`src/hw/rtl/satsm_pkg.sv`:
```
// ----------------------------------------------------------------------------
// satsm_pkg
// Shared types and fixed widths of the set-associative tag store.
// ----------------------------------------------------------------------------
`default_nettype none

package satsm_pkg;

  localparam int unsigned ADDR_W = 32;  // byte address width
  localparam int unsigned MODE_W = 2;   // policy mode width
  localparam int unsigned CNT_W  = 32;  // stamp, use count and access counter width

  // Replacement policy of one access; the unused code behaves as LFU
  typedef enum logic [MODE_W-1:0] {
    MODE_FIFO = 2'd0,
    MODE_LRU  = 2'd1,
    MODE_LFU  = 2'd2
  } mode_e;

  // Control sequencer
  typedef enum logic [1:0] {
    ST_CLEAR,
    ST_IDLE,
    ST_LOOKUP
  } state_e;

endpackage : satsm_pkg

`default_nettype wire

```
`src/hw/rtl/set_assoc_tag_store_multi_policy_top.sv`:
```
// ----------------------------------------------------------------------------
// set_assoc_tag_store_multi_policy_top
// Tag store of a set-associative cache with FIFO, LRU or LFU replacement
// chosen per access.
// ----------------------------------------------------------------------------
// Usage:
//   Input channel (in_valid_i / in_ready_o) carries one access item: a byte
//   address and a policy mode. Output channel (out_valid_o / out_ready_i)
//   returns one result item per access: hit flag and the way that hit or
//   was filled on a miss.
//   All state of a set (valid bits, tags, LRU stamps, use counts, FIFO fill
//   pointer) lives in one row of a single-port synchronous memory indexed by
//   set. An access reads its row into a register when accepted; in the
//   lookup state it resolves hit or victim and, once the output register
//   is free, writes the row back and loads the output register. One item
//   is in flight at a time, a limit set by the read-modify-write of the
//   set row: no new item is taken until the last lookup has finished.
//   The output register parts the two sides: a new item is accepted while a
//   finished result still waits. If the receiver stalls, the lookup holds
//   its read row and waits until the output register frees up.
//   After reset the block sweeps the memory, clearing one set row per
//   cycle until all NUM_SETS_P rows are clear, with in_ready_o held low.
//   LINE_BYTES and NUM_SETS_P must be powers of two.
// ----------------------------------------------------------------------------
`default_nettype none

module set_assoc_tag_store_multi_policy_top #(
  parameter int unsigned NUM_WAYS   = 2,
  parameter int unsigned NUM_SETS_P = 4,
  parameter int unsigned LINE_BYTES = 4
) (
  input  wire logic                          clk_i,
  input  wire logic                          rst_ni,
  input  wire logic                          in_valid_i,
  output logic                               in_ready_o,
  input  wire logic [satsm_pkg::ADDR_W-1:0]  address_i,
  input  wire logic [satsm_pkg::MODE_W-1:0]  mode_i,
  output logic                               out_valid_o,
  input  wire logic                          out_ready_i,
  output logic                               hit_o,
  output logic                               way_used_o
);

  import satsm_pkg::*;

  localparam int unsigned OFF_B  = $clog2(LINE_BYTES);
  localparam int unsigned SET_B  = $clog2(NUM_SETS_P);
  localparam int unsigned SET_W  = (NUM_SETS_P > 1) ? SET_B : 1;
  localparam int unsigned WAY_W  = (NUM_WAYS > 1) ? $clog2(NUM_WAYS) : 1;
  localparam int unsigned TAG_W  = ADDR_W - OFF_B - SET_B;
  localparam int unsigned LVLS   = (NUM_WAYS > 1) ? $clog2(NUM_WAYS) : 0;
  localparam int unsigned LEAVES = 1 << LVLS;
  localparam int unsigned KEY_W  = CNT_W + 1;

  // One memory row holds the whole state of a set
  typedef struct packed {
    logic [NUM_WAYS-1:0]             valid;
    logic [NUM_WAYS-1:0][TAG_W-1:0]  tag;
    logic [NUM_WAYS-1:0][CNT_W-1:0]  stamp;
    logic [NUM_WAYS-1:0][CNT_W-1:0]  count;
    logic [WAY_W-1:0]                ptr;
  } set_row_t;

  state_e               state_q, state_d;
  logic [SET_W-1:0]     clr_cnt_q, clr_cnt_d;
  logic [CNT_W-1:0]     ctr_q, ctr_d;
  logic                 out_valid_q, out_valid_d;

  // Accepted item, held while its row is read
  logic [SET_W-1:0]     set_q;
  logic [TAG_W-1:0]     tag_q;
  logic [MODE_W-1:0]    mode_q;
  logic                 hit_q;
  logic [WAY_W-1:0]     way_q;

  set_row_t             set_mem [NUM_SETS_P];
  set_row_t             rd_row_q;
  set_row_t             wr_row;
  set_row_t             new_row;

  logic [ADDR_W-1:0]    blk_addr;
  logic [SET_W-1:0]     set_in;
  logic [TAG_W-1:0]     tag_in;
  logic                 in_fire;
  logic                 out_free;
  logic                 lookup_fire;
  logic                 clr_last;
  logic                 mem_we;
  logic [SET_W-1:0]     mem_wa;

  logic [NUM_WAYS-1:0]  match;
  logic                 hit;
  logic [WAY_W-1:0]     hit_way;
  logic [WAY_W-1:0]     victim;
  logic [WAY_W-1:0]     ptr_next;
  logic [CNT_W-1:0]     ctr_inc;
  logic                 is_lru;
  logic                 is_fifo;

  logic [KEY_W-1:0]     key_tr [LVLS+1][LEAVES];
  logic [WAY_W-1:0]     idx_tr [LVLS+1][LEAVES];

  // --------------------------------------------------------------------------
  // Address split: block = address / LINE_BYTES, set and tag from the block
  // --------------------------------------------------------------------------
  assign blk_addr = address_i >> OFF_B;
  assign set_in   = SET_W'(blk_addr % NUM_SETS_P);
  assign tag_in   = TAG_W'(blk_addr >> SET_B);

  // --------------------------------------------------------------------------
  // Control sequencer
  // --------------------------------------------------------------------------
  assign out_free = !out_valid_q || out_ready_i;
  assign clr_last = (clr_cnt_q == SET_W'(NUM_SETS_P - 1));

  always_comb begin
    state_d = state_q;
    unique case (state_q)
      ST_CLEAR: begin
        if (clr_last) state_d = ST_IDLE;
      end
      ST_IDLE: begin
        if (in_valid_i) state_d = ST_LOOKUP;
      end
      ST_LOOKUP: begin
        if (out_free) state_d = ST_IDLE;
      end
      default: state_d = ST_CLEAR;
    endcase
  end

  always_comb begin
    in_ready_o  = 1'b0;
    lookup_fire = 1'b0;
    mem_we      = 1'b0;
    mem_wa      = set_q;
    clr_cnt_d   = clr_cnt_q;
    unique case (state_q)
      ST_CLEAR: begin
        mem_we    = 1'b1;
        mem_wa    = clr_cnt_q;
        clr_cnt_d = clr_cnt_q + SET_W'(1);
      end
      ST_IDLE: begin
        in_ready_o = 1'b1;
      end
      ST_LOOKUP: begin
        lookup_fire = out_free;
        mem_we      = out_free;
      end
      default: ;
    endcase
  end

  assign in_fire = in_valid_i && in_ready_o;

  // --------------------------------------------------------------------------
  // Hit search over the ways of the row
  // --------------------------------------------------------------------------
  always_comb begin
    hit_way = '0;
    for (int w = 0; w < NUM_WAYS; w++) begin
      match[w] = rd_row_q.valid[w] && (rd_row_q.tag[w] == tag_q);
    end
    // descend so the lowest matching way wins
    for (int w = NUM_WAYS - 1; w >= 0; w--) begin
      if (match[w]) hit_way = WAY_W'(w);
    end
  end
  assign hit = |match;

  assign is_lru  = (mode_q == MODE_LRU);
  assign is_fifo = (mode_q == MODE_FIFO);

  // --------------------------------------------------------------------------
  // Victim tree: key is {valid, stamp or count}, so invalid ways sort first.
  // Right child wins only when strictly smaller: ties go to the lower way.
  // --------------------------------------------------------------------------
  always_comb begin
    for (int l = 0; l <= LVLS; l++) begin
      for (int i = 0; i < LEAVES; i++) begin
        key_tr[l][i] = '1;
        idx_tr[l][i] = '0;
      end
    end
    for (int i = 0; i < NUM_WAYS; i++) begin
      key_tr[0][i] = {rd_row_q.valid[i], is_lru ? rd_row_q.stamp[i] : rd_row_q.count[i]};
      idx_tr[0][i] = WAY_W'(i);
    end
    for (int l = 0; l < LVLS; l++) begin
      for (int i = 0; i < (LEAVES >> (l + 1)); i++) begin
        if (key_tr[l][2*i+1] < key_tr[l][2*i]) begin
          key_tr[l+1][i] = key_tr[l][2*i+1];
          idx_tr[l+1][i] = idx_tr[l][2*i+1];
        end else begin
          key_tr[l+1][i] = key_tr[l][2*i];
          idx_tr[l+1][i] = idx_tr[l][2*i];
        end
      end
    end
  end

  assign ptr_next = (rd_row_q.ptr == WAY_W'(NUM_WAYS - 1)) ? '0
                                                          : rd_row_q.ptr + WAY_W'(1);
  assign victim   = is_fifo ? rd_row_q.ptr : idx_tr[LVLS][0];
  assign ctr_inc  = ctr_q + CNT_W'(1);

  // --------------------------------------------------------------------------
  // Row update: touch the hit line, or refill the victim
  // --------------------------------------------------------------------------
  always_comb begin
    new_row = rd_row_q;
    if (hit) begin
      if (is_lru) new_row.stamp[hit_way] = ctr_inc;
      if (rd_row_q.count[hit_way] != '1) begin
        new_row.count[hit_way] = rd_row_q.count[hit_way] + CNT_W'(1);
      end
    end else begin
      new_row.valid[victim] = 1'b1;
      new_row.tag[victim]   = tag_q;
      new_row.stamp[victim] = is_lru ? ctr_inc : '0;
      new_row.count[victim] = CNT_W'(1);
      if (is_fifo) new_row.ptr = ptr_next;
    end
  end

  // Clear sweep writes an all-zero row: no valid ways, fill pointer at way 0
  assign wr_row = (state_q == ST_CLEAR) ? '0 : new_row;

  // --------------------------------------------------------------------------
  // Set memory: one write and one registered read per cycle
  // --------------------------------------------------------------------------
  always_ff @(posedge clk_i) begin
    if (mem_we) set_mem[mem_wa] <= wr_row;
    if (in_fire) rd_row_q <= set_mem[set_in];
  end

  // --------------------------------------------------------------------------
  // Output register
  // --------------------------------------------------------------------------
  always_comb begin
    out_valid_d = out_valid_q;
    if (lookup_fire) begin
      out_valid_d = 1'b1;
    end else if (out_ready_i) begin
      out_valid_d = 1'b0;
    end
  end

  assign ctr_d = lookup_fire ? ctr_inc : ctr_q;

  always_ff @(posedge clk_i or negedge rst_ni) begin
    if (!rst_ni) begin
      state_q     <= ST_CLEAR;
      clr_cnt_q   <= '0;
      ctr_q       <= '0;
      out_valid_q <= 1'b0;
    end else begin
      state_q     <= state_d;
      clr_cnt_q   <= clr_cnt_d;
      ctr_q       <= ctr_d;
      out_valid_q <= out_valid_d;
    end
  end

  // Payload: hold the accepted item and the result
  always_ff @(posedge clk_i) begin
    if (in_fire) begin
      set_q  <= set_in;
      tag_q  <= tag_in;
      mode_q <= mode_i;
    end
    if (lookup_fire) begin
      hit_q <= hit;
      way_q <= hit ? hit_way : victim;
    end
  end

  assign out_valid_o = out_valid_q;
  assign hit_o       = hit_q;
  assign way_used_o  = way_q[0];

  // --------------------------------------------------------------------------
  // Assertions
  // --------------------------------------------------------------------------
  // an accepted item always reaches the lookup stage next cycle
  a_accept_to_lookup: assert property (@(posedge clk_i) disable iff (!rst_ni)
    in_fire |=> (state_q == ST_LOOKUP))
    else $error("accepted item did not enter lookup");

  // the access counter advances by exactly one per finished lookup
  a_ctr_step: assert property (@(posedge clk_i) disable iff (!rst_ni)
    lookup_fire |=> (ctr_q == $past(ctr_q) + CNT_W'(1)))
    else $error("access counter did not advance by one");

  // a hit must point at a valid way holding the tag
  a_hit_valid: assert property (@(posedge clk_i) disable iff (!rst_ni)
    (lookup_fire && hit) |-> (rd_row_q.valid[hit_way] && (rd_row_q.tag[hit_way] == tag_q)))
    else $error("hit reported on a way that does not hold the tag");

endmodule : set_assoc_tag_store_multi_policy_top

`default_nettype wire

```
`config.mk`:
```
export PLATFORM = sky130hd
export DESIGN_NAME = set_assoc_tag_store_multi_policy_top
export DESIGN_NICKNAME = d
export VERILOG_FILES = /design/src/hw/rtl/satsm_pkg.sv /design/src/hw/rtl/set_assoc_tag_store_multi_policy_top.sv
export SDC_FILE = /design/constraint.sdc
export NUM_CORES = 1
export LEC_CHECK = 0
export ABC_CLOCK_PERIOD_IN_PS = 22900
export BUFFER_PORTS_ARGS = -buffer_cell sky130_fd_sc_hd__clkbuf_2
export CAP_MARGIN = 20
export CORE_ASPECT_RATIO = 0.9
export CORE_MARGIN = 3
export CORE_UTILIZATION = 40
export CTS_BUF_LIST = sky130_fd_sc_hd__clkbuf_4 sky130_fd_sc_hd__clkbuf_8
export CTS_CLUSTER_SIZE = 14
export DETAILED_ROUTE_END_ITERATION = 8
export HOLD_SLACK_MARGIN = 0.08
export SLEW_MARGIN = 20
export SYNTH_ARGS = -nofsm -noshare
export SYNTH_HDL_FRONTEND = slang
export SYNTH_SLANG_ARGS = --single-unit
```
`constraint.sdc`:
```
create_clock -name clk_i -period 22.9 [get_ports clk_i]
set_input_delay 2.29 -clock clk_i [delete_from_list [all_inputs] [get_ports clk_i]]
set_output_delay 2.29 -clock clk_i [all_outputs]
set_load 0.005 [all_outputs]
```
# After elaboration in Yosys (flattened, before gate mapping)
# Memories as Yosys holds them, arrays and structs flattened. A register that Yosys moved wholly into a read port is not among the register bits.
# Cells that the tools add are included.
# Widths: inputs -> output; s select.
totals:
  output_inout_bits: 4
  memories: 1
  word_cells: 87
  input_bits: 38
  ramBits: 748
  register_bits: 71
mem_list:
  columns: ["name", "depth", "word_bits", "rd", "rd_clocked_by_memory_dff", "write_ports", "line_no", "rtl"]
  rows:
  - ["set_mem", 4, 187, 1, 1, 1, "set_assoc_tag_store_multi_policy_top.sv:76", "set_row_t set_mem [NUM_SETS_P];"]
classes:
  muxes: 42
  magnitude_cmp: 5
  eq_ne: 10
  bitwise: 4
  add_sub_neg: 4
  reduce_logical: 12
op_table:
  columns: ["operator", "n"]
  rows:
  - ["$mux 32", 7]
  - ["$bwmux 64", 3]
  - ["$mux 187", 1]
  - ["$mux 128", 1]
  - ["$mux 64", 2]
  - ["$add 32x1->32 const B", 2]
  - ["$demux 32 s1", 2]
  - ["$and 62x62->62", 1]
  - ["$not 62->62", 1]
  - ["$mux 58", 1]
  - ["$bwmux 56", 1]
  - ["$eq 28x28->1", 2]
  - ["$lt 33x33->1", 1]
  - ["$ne 32x32->1 const B", 1]
  - ["$demux 28 s1", 1]
  - ["$mux 28", 1]
  - ["$mux 1", 15]
  - ["$mux 2", 4]
  - ["$ne 2x2->1 const B", 3]
  - ["$pmux 2 s3", 1]
  - ["$logic_and 1x1->1", 5]
  - ["$eq 2x1->1 const B", 2]
  - ["$eq 2x2->1 const B", 2]
  - ["$logic_not 2->1", 2]
  - ["other kinds (12)", 15]

# Longest topological paths before layout
depth:
  word_depth: 13
  depth_mapped: 19
  mapped_depth_nobuf: 16

# Worst setup path before layout
# No wires, ideal clock.
synth_timing:
  kind: "input to register"
  startpoint: "input out_ready_i"
  endpoint: "memory set_mem[0][0] (netlist name) (enable)"
  path_buffers: 0
  path_stages: 4
  setup_time_ns: 1.001
  t_required_ns: 21.899
  slack_ns: 5.898
  arrival_ns: 16.001
  path_cell_list: "nor2b_1 nor2_1 a21oi_1 nor3b_1"
synth_via:
  elab_chain_cells: 4
synth_lines:
  columns: ["item", "line_no", "rtl"]
  rows:
  - ["start: declaration", "set_assoc_tag_store_multi_policy_top.sv:39", "input wire logic out_ready_i,"]
  - ["$logic_or 1x1->1", "set_assoc_tag_store_multi_policy_top.sv:113", "assign out_free = !out_valid_q || out_ready_i;"]
  - ["$pmux 1 s2", "set_assoc_tag_store_multi_policy_top.sv:138", "unique case (state_q)"]
  - ["$mux 1", "set_assoc_tag_store_multi_policy_top.sv:234", "if (mem_we) set_mem[mem_wa] <= wr_row;"]
  - ["$mux 1 (implied by the code)", "set_assoc_tag_store_multi_policy_top.sv:234", null]
  - ["end: declaration", "set_assoc_tag_store_multi_policy_top.sv:76", null]
# No other way between the ends.

==> summary.txt <==
Clock network
  • CTS-repair resized insts: 0
  • Number of buffers between clock root and the deepest sink: 3
  • H-Tree Level Count: 4
  • Clock latency of the later-clocked register in the worst-skew pair: 0.84 ns
  • Total setup buffers inserted after CTS: 0
  • Clock net sink count: 1,006
  • Clock-pin slew on the worst setup and hold paths: 0.07 ns
  • # hold bufs at CTS: 0
  • TritonCTS buffer count: 157
  • Clock tree from TritonCTS: built
  • Cell at the root of the clock tree: clkbuf_8

Floorplan
  • Die boundary height: 313 um
  • Core region area: 104,000 um^2
  • Die boundary width: 348 um
  • Effective utilization at floorplan: 0.404
  • Count of boundary I/O pins: 42
  • Area of the die: 109,000 um^2
  • Number of placement rows: 112

Setup path
  • Reg-to-reg slack, setup: 15.17 ns
  • Category of the worst setup path capture point: flop
  • Crit-path max FO: 16
  • Dominant delay contributor by cell family on the critical path: simple AND/OR/NAND/NOR gates
  • Nature of the critical path startpoint: flop
  • Number of gates on the worst path with buffers counted: 16
  • Type of the worst setup path: reg -> reg
  • Most numerous cell on the critical path: nand2_1
  • Endpoint of the worst-slack reg-to-reg timing path: set_mem[3][64]
  • Data arrival, critical path: 8.33 ns
  • Slowest cell on crit path: nand3_1
  • Reg-to-reg critical path startpoint: tag_q[0]
  • Cell-by-cell trace of the critical path: xnor2_1 > nand4_1 > nor4_4 > nand3_1 > nand2_1 > nand2_1 > o21ai_0 > ha_1 > and3_1 > nand2_1 > nor4_1 > nand4_1 > and2_0 > a21oi_2 > o21ai_0 > a21oi_1
  • Peak per-stage delay on the critical path: 0.76 ns
  • R2r worst-path depth: 16
  • Required time of the worst setup path: 23.50 ns
  • Number of buffer and inverter instances along the worst setup path: 0

Power and ir drop
  • Sum of internal, switching and leakage power: 6.02 mW
  • Net switching power of the design: 1.90 mW
  • Switching share of power: 0.315
  • Fraction of power consumed by the clock network: 0.251
  • Int Power: 4.13 mW
  • Sequential cell fraction of total power: 0.520
  • Combinational Power Share: 0.229
  • IR Drop Worst-Case VDD: 0.178 mV
  • Power density over cell area: 128 nW/um^2
  • Total leakage power: 15.7 nW

Place
  • Final GP Congestion: 0.816
  • Setup Slack @ Placement: 15.32 ns
  • Port bufs: 39
  • DPL Wire Length: 57.5 mm
  • Post-Place Cells: 3,859
  • Post-place instance area: 43,800 um^2

Synth
  • Average footprint of a synthesized cell: 16.6 um^2
  • Part of the Yosys area used for sequential elements: 0.715
  • Dominant synthesized flop cell: edfxtp_1
  • Synthesized cell area: 42,000 um^2
  • Leading post-synthesis cells by cell area: edfxtp_1 69%, mux4_2 10%, nand2_1 2.8%
  • Synth top area share: 0.693
  • Distinct cell type count of the synthesized netlist: 72
  • Number of warnings printed during yosys synthesis: 0
  • Total of flip-flops plus latches after synthesis: 1,006
  • Share of synthesized registers carrying an async set or reset: 0.0368
  • Synthesized Nets: 2,610
  • Cell count after synthesis: 2,537
  • Post-synth EDFFs: 969
  • Cell type with the highest aggregate area in the netlist: edfxtp_1

Finish
  • Post-layout instance area: 46,900 um^2
  • Leading cell type in the layout, fill and taps excluded: edfxtp_1
  • Synth-to-layout area growth: 11.8%
  • Number of standard cells in the final layout excluding fillers: 4,139
  • Fraction of the core area covered by cells at the end of the flow: 0.452
  • Number of nets in the final layout: 2,723
  • Share of final-layout standard cells stronger than drive strength 1: 0.202
  • Most frequent cells in the layout: 969 x edfxtp_1, 315 x nand2_1, 187 x mux4_2

Timing
  • F_max: 129 MHz
  • Slew Viols, Final: 0
  • Total of endpoints with negative setup slack in the final report: 0
  • Slew margin rel.: 0.265
  • Hold Slack: 0.479 ns
  • Setup tns final: 0 ns
  • Fin crit share: 0.338
  • Setup repair after global routing missed its margin: false
  • Count of final hold-check violations: 0
  • Worst Max-Slew Pin Slew: 1.10 ns
  • Final setup slack of the worst path: 15.17 ns
  • Min Clock Period, post-route: 7.73 ns
  • Post-Route Skew: 0.0555 ns

GRT
  • Overall fraction of global-route tracks in use: 0.189
  • Pin count of the biggest net entering global routing: 138
  • Vias in the first global route: 24.5k
  • Wire length of the first global-routing pass: 154 mm
  • Overflow left after global routing: 0
  • Antenna violations before repair: 3

Outcome
  • Run status: completed

Min path
  • Worst min-delay path category: reg -> reg
  • Hold Path End: ctr_q[16]
  • Hold path startpoint: ctr_q[16]
  • Hold Path Stages: 1

Drt
  • Detailed Routing Iterations Pass 1: 8
  • Final wirelength: 102 mm
  • DRC violations left: 0
  • Final antenna-violating net count: 0
  • Post-detailed-route via-to-cell ratio: 5.64
  • Vias post-DR: 23.3k
  • Average wire length per cell after detail routing: 24.6 um
  • Starting DRT DRC Count: 2,361

Job
  • Maximum capacitance violations: 0
-- worst reg2reg max path, cell delays in order (launching register included) --
cell	delay [ns]
edfxtp_1	0.47
xnor2_1	0.36
nand4_1	0.20
nor4_4	0.64
nand3_1	0.76
nand2_1	0.73
nand2_1	0.11
o21ai_0	0.11
ha_1	0.30
and3_1	0.28
nand2_1	0.16
nor4_1	0.70
nand4_1	0.74
and2_0	0.62
a21oi_2	0.76
o21ai_0	0.22
a21oi_1	0.34
-- sequential cells by signal, summed over array words and instances (netlist names), 2 cells and up --
signal,flops
mode_q,2
tag_q,28
set_q,2
set_mem,748
state_q,2
key_tr,2
clr_cnt_q,2
rd_row_q,185
ctr_q,32
-- cells by family after synthesis --
family,share of synthesized area
AOI/OAI and AO/OA,0.0443
and+or+nand+nor,0.0770
buffers and inverters,0.0135
DFF,0.715
adders and majority gates,0.0104
muxes,0.113
xor gates and xnor gates,0.0271
-- power by group through the flow --
stage          Sequential, mW  Combinational (mW)  Clock, mW
2_1_floorplan            3.28               0.894          0
3_3_place_gp             3.13                1.36          0
3_5_place_dp             3.16                1.40          0
4_1_cts                  3.13                1.40       1.55
5_1_grt                  3.18                1.50       1.64
6_report                 3.13                1.38       1.51
-- cell usage after synthesis, drive strengths merged, types with 5 or more instances --
master and n:
xor2 54, o21a 9, nand2 317, nand3 67, or3 20, clkbuf 73
nand2b 11, a21oi 138, nor2b 6, a22oi 12, nand3b 5, a21o 6
a211oi 21, and2 15, mux2 5, a22o 27, edfxtp 969, buf 53
nor3 19, mux2i 46, and4 13, nand4 30, xnor2 76, dfrtp 37
inv 15, o21ai 49, nor4 12, mux4 187, or2 14, nor2 123
ha 35, nand4b 7, and3 27
-- worst max-delay path by stage --
stage               slack (ns)   startpoint             end
detailed placement       15.32     tag_q[0]  set_mem[3][64]
global placement         15.44     tag_q[0]  set_mem[3][64]
CTS                      15.22     tag_q[0]  set_mem[2][64]
floorplan                 5.90  out_ready_i   set_mem[0][0]
finish                   15.17     tag_q[0]  set_mem[3][64]
global route             14.66     tag_q[0]  set_mem[1][61]
-- routing by layer --
layer  wire, um  vias up  GRT usage
li1           -    10166          -
met1      44400    12114      0.264
met2      48600      874      0.302
met3       6110      177     0.0290
met4       2760        0     0.0695
met5          0        -          0
-- cell type report --
class	count	area (um^2)
fill	8903	56900
sequential	1006	30000
multi-input combinational	1390	11500
clock buffer	209	2570
tap	1368	1710
timing repair buffer	80	573
clock inverter	69	515
inverter	15	56.3
antenna	2	5.00
Note: power is estimated with default switching activity, not from simulation.
